File: src/rtl/igs_pkg.sv
`timescale 1ns / 1ps
// ----------------------------------------------------------------------------
// igs_pkg
// types and constants shared by the ising gibbs site update block
// ----------------------------------------------------------------------------
package igs_pkg;

  // item opcodes
  typedef enum logic [1:0] {
    OP_WR_COUPLING  = 2'd0,
    OP_WR_THRESHOLD = 2'd1,
    OP_WR_SPIN      = 2'd2,
    OP_UPDATE       = 2'd3
  } op_t;

  // configuration register indexes
  localparam logic [1:0] CFG_BETA      = 2'd0;
  localparam logic [1:0] CFG_LOW_RESP  = 2'd1;
  localparam logic [1:0] CFG_HIGH_RESP = 2'd2;

  // reset values of the configuration registers
  localparam logic [15:0] BETA_RESET      = 16'd4096;
  localparam logic [1:0]  LOW_RESP_RESET  = 2'b11;
  localparam logic [1:0]  HIGH_RESP_RESET = 2'b01;

  // shared divider geometry: q1.62 dividends, divisors up to 2^47
  localparam int DIVIDEND_W = 63;
  localparam int DIVISOR_W  = 48;
  localparam int DIV_CNT_W  = $clog2(DIVIDEND_W);

  // index of the last term in the exp(-1/16) series
  localparam logic [4:0] SERIES_LAST = 5'd23;
  // largest sigmoid magnitude in sixteenths
  localparam logic [8:0] MAG_LAST    = 9'd256;

  typedef enum logic [3:0] {
    ST_SER_GO,
    ST_SER_WAIT,
    ST_POS_GO,
    ST_POS_WAIT,
    ST_NEG_GO,
    ST_NEG_WAIT,
    ST_EXP_MUL,
    ST_IDLE,
    ST_UPD_RD,
    ST_UPD_ACC,
    ST_UPD_BETA,
    ST_UPD_PROD,
    ST_UPD_SAT,
    ST_UPD_SPIN,
    ST_RESP
  } state_t;

  typedef struct packed {
    logic                  start;
    logic [DIVIDEND_W-1:0] dividend;
    logic [DIVISOR_W-1:0]  divisor;
  } div_req_t;

  typedef struct packed {
    logic                  busy;
    logic                  done;
    logic [DIVIDEND_W-1:0] quotient;
  } div_rsp_t;

endpackage

File: src/rtl/igs_div.sv
`timescale 1ns / 1ps
// ----------------------------------------------------------------------------
// igs_div
// restoring divider, one quotient bit per cycle
// ----------------------------------------------------------------------------
module igs_div import igs_pkg::*; (
  input  logic     clk,
  input  logic     rst_n,
  input  div_req_t req,
  output div_rsp_t rsp
);

  logic                  busy_r, busy_nxt;
  logic                  done_r, done_nxt;
  logic [DIV_CNT_W-1:0]  cnt_r, cnt_nxt;
  logic [DIVIDEND_W-1:0] quo_r, quo_nxt;
  logic [DIVISOR_W-1:0]  rem_r, rem_nxt;
  logic [DIVISOR_W-1:0]  dvs_r, dvs_nxt;

  always_comb begin
    logic [DIVISOR_W:0] shifted;
    logic [DIVISOR_W:0] trial;
    shifted  = {rem_r, quo_r[DIVIDEND_W-1]};
    trial    = shifted - {1'b0, dvs_r};
    busy_nxt = busy_r;
    done_nxt = 1'b0;
    cnt_nxt  = cnt_r;
    quo_nxt  = quo_r;
    rem_nxt  = rem_r;
    dvs_nxt  = dvs_r;
    if (req.start) begin
      busy_nxt = 1'b1;
      cnt_nxt  = DIV_CNT_W'(DIVIDEND_W - 1);
      quo_nxt  = req.dividend;
      rem_nxt  = '0;
      dvs_nxt  = req.divisor;
    end else if (busy_r) begin
      if (!trial[DIVISOR_W]) begin
        rem_nxt = trial[DIVISOR_W-1:0];
        quo_nxt = {quo_r[DIVIDEND_W-2:0], 1'b1};
      end else begin
        rem_nxt = shifted[DIVISOR_W-1:0];
        quo_nxt = {quo_r[DIVIDEND_W-2:0], 1'b0};
      end
      cnt_nxt = cnt_r - 1'b1;
      if (cnt_r == '0) begin
        busy_nxt = 1'b0;
        done_nxt = 1'b1;
      end
    end
  end

  always_ff @(posedge clk) begin
    if (!rst_n) begin
      busy_r <= 1'b0;
      done_r <= 1'b0;
    end else begin
      busy_r <= busy_nxt;
      done_r <= done_nxt;
    end
    cnt_r <= cnt_nxt;
    quo_r <= quo_nxt;
    rem_r <= rem_nxt;
    dvs_r <= dvs_nxt;
  end

  assign rsp.busy     = busy_r;
  assign rsp.done     = done_r;
  assign rsp.quotient = quo_r;

  a_start_when_free: assert property (@(posedge clk) disable iff (!rst_n)
    req.start |-> !busy_r)
    else $error("divider started while busy");

  a_done_pulse: assert property (@(posedge clk) disable iff (!rst_n)
    done_r |=> !done_r)
    else $error("divider done held longer than one cycle");

  a_rem_below_divisor: assert property (@(posedge clk) disable iff (!rst_n)
    done_r |-> (rem_r < dvs_r))
    else $error("divider remainder not below divisor");

endmodule
File: config.mk
export PLATFORM = sky130hd
export DESIGN_NAME = igs_div
export DESIGN_NICKNAME = d
export VERILOG_FILES = /design/src/rtl/igs_pkg.sv /design/src/rtl/igs_div.sv
export SDC_FILE = /design/constraint.sdc
export NUM_CORES = 1
export LEC_CHECK = 0
export ABC_AREA = 1
export BUFFER_PORTS_ARGS = -buffer_cell sky130_fd_sc_hd__buf_4
export CAP_MARGIN = 20
export CELL_PAD_IN_SITES_DETAIL_PLACEMENT = 1
export CELL_PAD_IN_SITES_GLOBAL_PLACEMENT = 1
export CORE_AREA = 2 2 207 188
export DETAILED_ROUTE_END_ITERATION = 8
export DIE_AREA = 0 0 209 190
export PLACE_DENSITY = 0.74
export SYNTH_ARGS = -nofsm -noshare
export SYNTH_HDL_FRONTEND = slang
export SYNTH_SLANG_ARGS = --single-unit
File: constraint.sdc
create_clock -name clk -period 2.3 [get_ports clk]
set_clock_uncertainty 0.2 [all_clocks]
set_input_delay 0.115 -clock clk [delete_from_list [all_inputs] [get_ports clk]]
set_output_delay 0.115 -clock clk [all_outputs]
set_load 0.02 [all_outputs]
==> results by group <==
Setup path
  – Dominant delay contributor by cell family on the critical path: simple AND/OR/NAND/NOR gates
  – Worst endpoint data arrival time: 2.82 ns
  – Slowest-stage cell, CP: sky130_fd_sc_hd__edfxtp_1
  – CP Data Required Time: 2.45 ns
  – Crit Path Max Fanout: 8
  – Type of element launching the critical path: flop
  – CP endpoint kind: flop
  – Setup Crit Path Kind: reg -> reg
  – CP max stage delay: 0.32 ns
  – Crit path cell chain: inv_1, ha_1, nand2_1, nor2_2, inv_1, nor2_4, nand2_1, inv_1, nand2_2, buf_4, nand3_4, nand2_4, nand2_8, clkbuf_16, nand2_2, nand3_2, nand2_1
  – Worst path buffer plus inverter count: 5

Logic synthesis
  – Share of the synthesized area in the top cell type: 29.9%
  – Mapped Cells: ~1700
  – Top-count cell post-synth: sky130_fd_sc_hd__nand2_1
  – Total of flip-flops plus latches after synthesis: 167
  – Sequential-to-total area share from yosys stat: about two fifths
  – Predominant post-synthesis flop cell: sky130_fd_sc_hd__edfxtp_1
  – Cell area after synthesis: 0.0112 mm²
  – Number of synthesized flops with an enable pin: 111
  – Netlist cell types: 35
  – Synthesized netlist net count: between 1500 and 2000
  – Warnings, synthesis: 0
  – Top post-synthesis cells by area: sky130_fd_sc_hd__edfxtp_1 30%, sky130_fd_sc_hd__nand2_1 26%, sky130_fd_sc_hd__inv_1 11%, sky130_fd_sc_hd__dfxtp_1 10%, sky130_fd_sc_hd__ha_1 5.6%
  – Post-synthesis area per instance: 6.61 µm²
  – Commonest cells in the synthesized netlist: 773 x sky130_fd_sc_hd__nand2_1, 332 x sky130_fd_sc_hd__inv_1, 111 x sky130_fd_sc_hd__edfxtp_1
  – Async set or reset register ratio after synthesis: 0%
  – Most area-hungry cell type in the Yosys netlist: sky130_fd_sc_hd__edfxtp_1

Timing
  – Final total negative setup slack: -16.55 ns
  – Final number of setup-violating endpoints: around 50
  – Final worst-path cycle share: 116%
  – Worst rel slew slack: 58.9%
  – Unrepaired setup endpoints after global routing: true
  – Slew at the pin closest to its max-slew limit: between 0.6 and 0.7 ns
  – Minimum hold slack: 0.165 ns
  – F_max: roughly 0.37 GHz
  – Final hold violation count: 0
  – Number of slew-limit violations in the final report: 0
  – Clock period minus worst slack: 2.67 ns
  – Final worst setup slack: -0.370 ns

Global route
  – First-pass GRT wire length: 70600 µm
  – Largest net degree at the start of global routing: 77
  – Vias in the first global route: between 10000 and 15000
  – Total grt overflow: 0
  – Antenna violations before repair: 2
  – Total GRT Usage: between 20% and 30%

Final layout
  – Relative area change from synthesis to final layout: 56.1%
  – Share of layout cells above drive strength 1: 28.2%
  – Nets: 2366
  – Non-Filler Instances: 2706

Die
  – Placeable core area: 0.0379 mm²
  – Count of boundary I/O pins: 179
  – Initial Utilization: 29.5%
  – Width of the die: 209 µm
  – FP Rows: 68
  – Vertical die dimension: ~190 µm
  – Die Area: 0.0397 mm²

CTS
  – TritonCTS clock tree: done
  – Clock transition at the registers of the reported paths: 0.07 ns
  – Root buffer cell: sky130_fd_sc_hd__clkbuf_16
  – Maximum buffer depth of the clock tree: 2
  – Number of CTS-inserted buffers: 17
  – # clock sinks: 167
  – Clk Latency, worst-skew pair: 0.47 ns
  – H-Tree Level Count: 4

Place
  – Placed instance count: 2534
  – Worst setup slack after placement: -0.322 ns
  – Input/output buffers: 178
  – Final GP Congestion: 0.920
  – Post-detailed-placement half-perimeter wirelength: 31400 µm

Routing
  – Routed length per instance: 17.5 µm
  – DRC violations left: 0
  – Routed wire length: 47300 µm
  – Router iterations before antenna repair: 5
  – Routed Antenna Nets: 0
  – Count of vias placed by the detailed router: 12501
  – 1st-iter DRT viols: 615
  – Number of vias per cell: 4.62

Power
  – Reported leakage power: 9.21 nW
  – Overall power: between 0.008 and 0.009 W
  – Peak VDD IR: approximately 420 µV
  – Power per Cell Area: between 400 and 500 mW/mm²

Hold path
  – Type of the worst min-delay path: in -> reg

Status
  – Run status: complete, but fails checks
  – Violations in the final reports: setup timing

Flow run
  – Number of violations of the max-capacitance limit: 0
[logic make-up (layout without fill, tap and decap cells)]
| group | count (synthesis) | after routing | synth area share, % |
|---|---|---|---|
| AO/OA/AOI/OAI | 67 | 67 | 3.23 |
| XOR/XNOR | 26 | 26 | 2.04 |
| adder cells (fa/ha/maj) | 51 | 51 | 5.79 |
| buffers and inverters | 369 | 895 | 13.0 |
| flip-flops | 167 | 167 | 39.9 |
| other | 0 | 2 | 0 |
| AND/OR/NAND/NOR | 1008 | 1008 | 36.0 |
[sequential cells by signal, summed over array words and instances, names as in the netlist]
signal,flops
done_r,1
busy_r,1
dvs_r,48
rem_r,48
cnt_r,6
quo_r,63
[cell usage in the layout (no fill, tap or decap), drive strengths merged]
cell type / n
clkbuf: 27
inv: 338
nor4: 5
nand4: 15
clkinvlp: 3
dfxtp: 56
a21boi: 1
fa: 1
ha: 50
a21o: 1
nor2: 107
xor2: 9
diode: 2
dlygate4sd3: 113
edfxtp: 111
buf: 411
clkinv: 3
a21oi: 43
nor3: 4
o21bai: 4
nand2: 783
o21ai: 17
xnor2: 17
nand3: 88
nor3b: 1
nand3b: 4
and2: 1
a22oi: 1
[per-stage QoR]
| step | instance area [µm²] | utilization (%) |
|---|---|---|
| after floorplan | 11200 | - |
| after global placement | 14600 | 38.6 |
| after detailed placement | 14600 | 38.6 |
| after CTS | 16800 | 44.3 |
| after global routing | 17400 | 46.0 |
| final | 17400 | 46.0 |
[path summary, 6_finish.rpt]
kind	start	endpoint	slack, ns	depth (start not counted)
hold reg to reg	rem_r[24]	rem_r[24]	0.32	2
setup reg to reg	dvs_r[43]	rem_r[23]	-0.37	17
setup / recovery	dvs_r[43]	rem_r[23]	-0.37	17
hold / removal	req[42]	dvs_r[42]	0.16	2
[what timing repair did]
action | CTS | global route
resized for setup | 78 | 127
hold buffers | 113 | 0
endpoints found under the setup margin | 49 | 49
endpoints found under the hold margin | 125 | 0
setup buffers | 10 | 7
pin swaps | 14 | 52
cloned | 2 | 8
[power by group]
| part | switching [W] | internal, W |
|---|---|---|
| combinational | 0.000920 | 0.000768 |
| sequential | 0.000122 | 0.00343 |
| clock | 0.00137 | 0.00146 |
| total | 0.00241 | 0.00566 |
[routing by layer]
layer,GRT usage [%],part of all wire (%)
met4,6.04,2.0
met5,0,0
met3,5.32,5.6
met2,40.4,49
met1,27.6,43
[final cells by class]
class / count / area [µm²]
clock inverters: 11 / 88.8
repair buffers: 530 / 4520
flip-flops and latches: 167 / 4450
diodes: 2 / 5.00
multi-input cells: 1152 / 6020
well taps: 490 / 613
clock buffers: 21 / 460
inverters: 333 / 1250
fillers: 4728 / 20400
No activity file was read; power rests on OpenSTA's default activity.
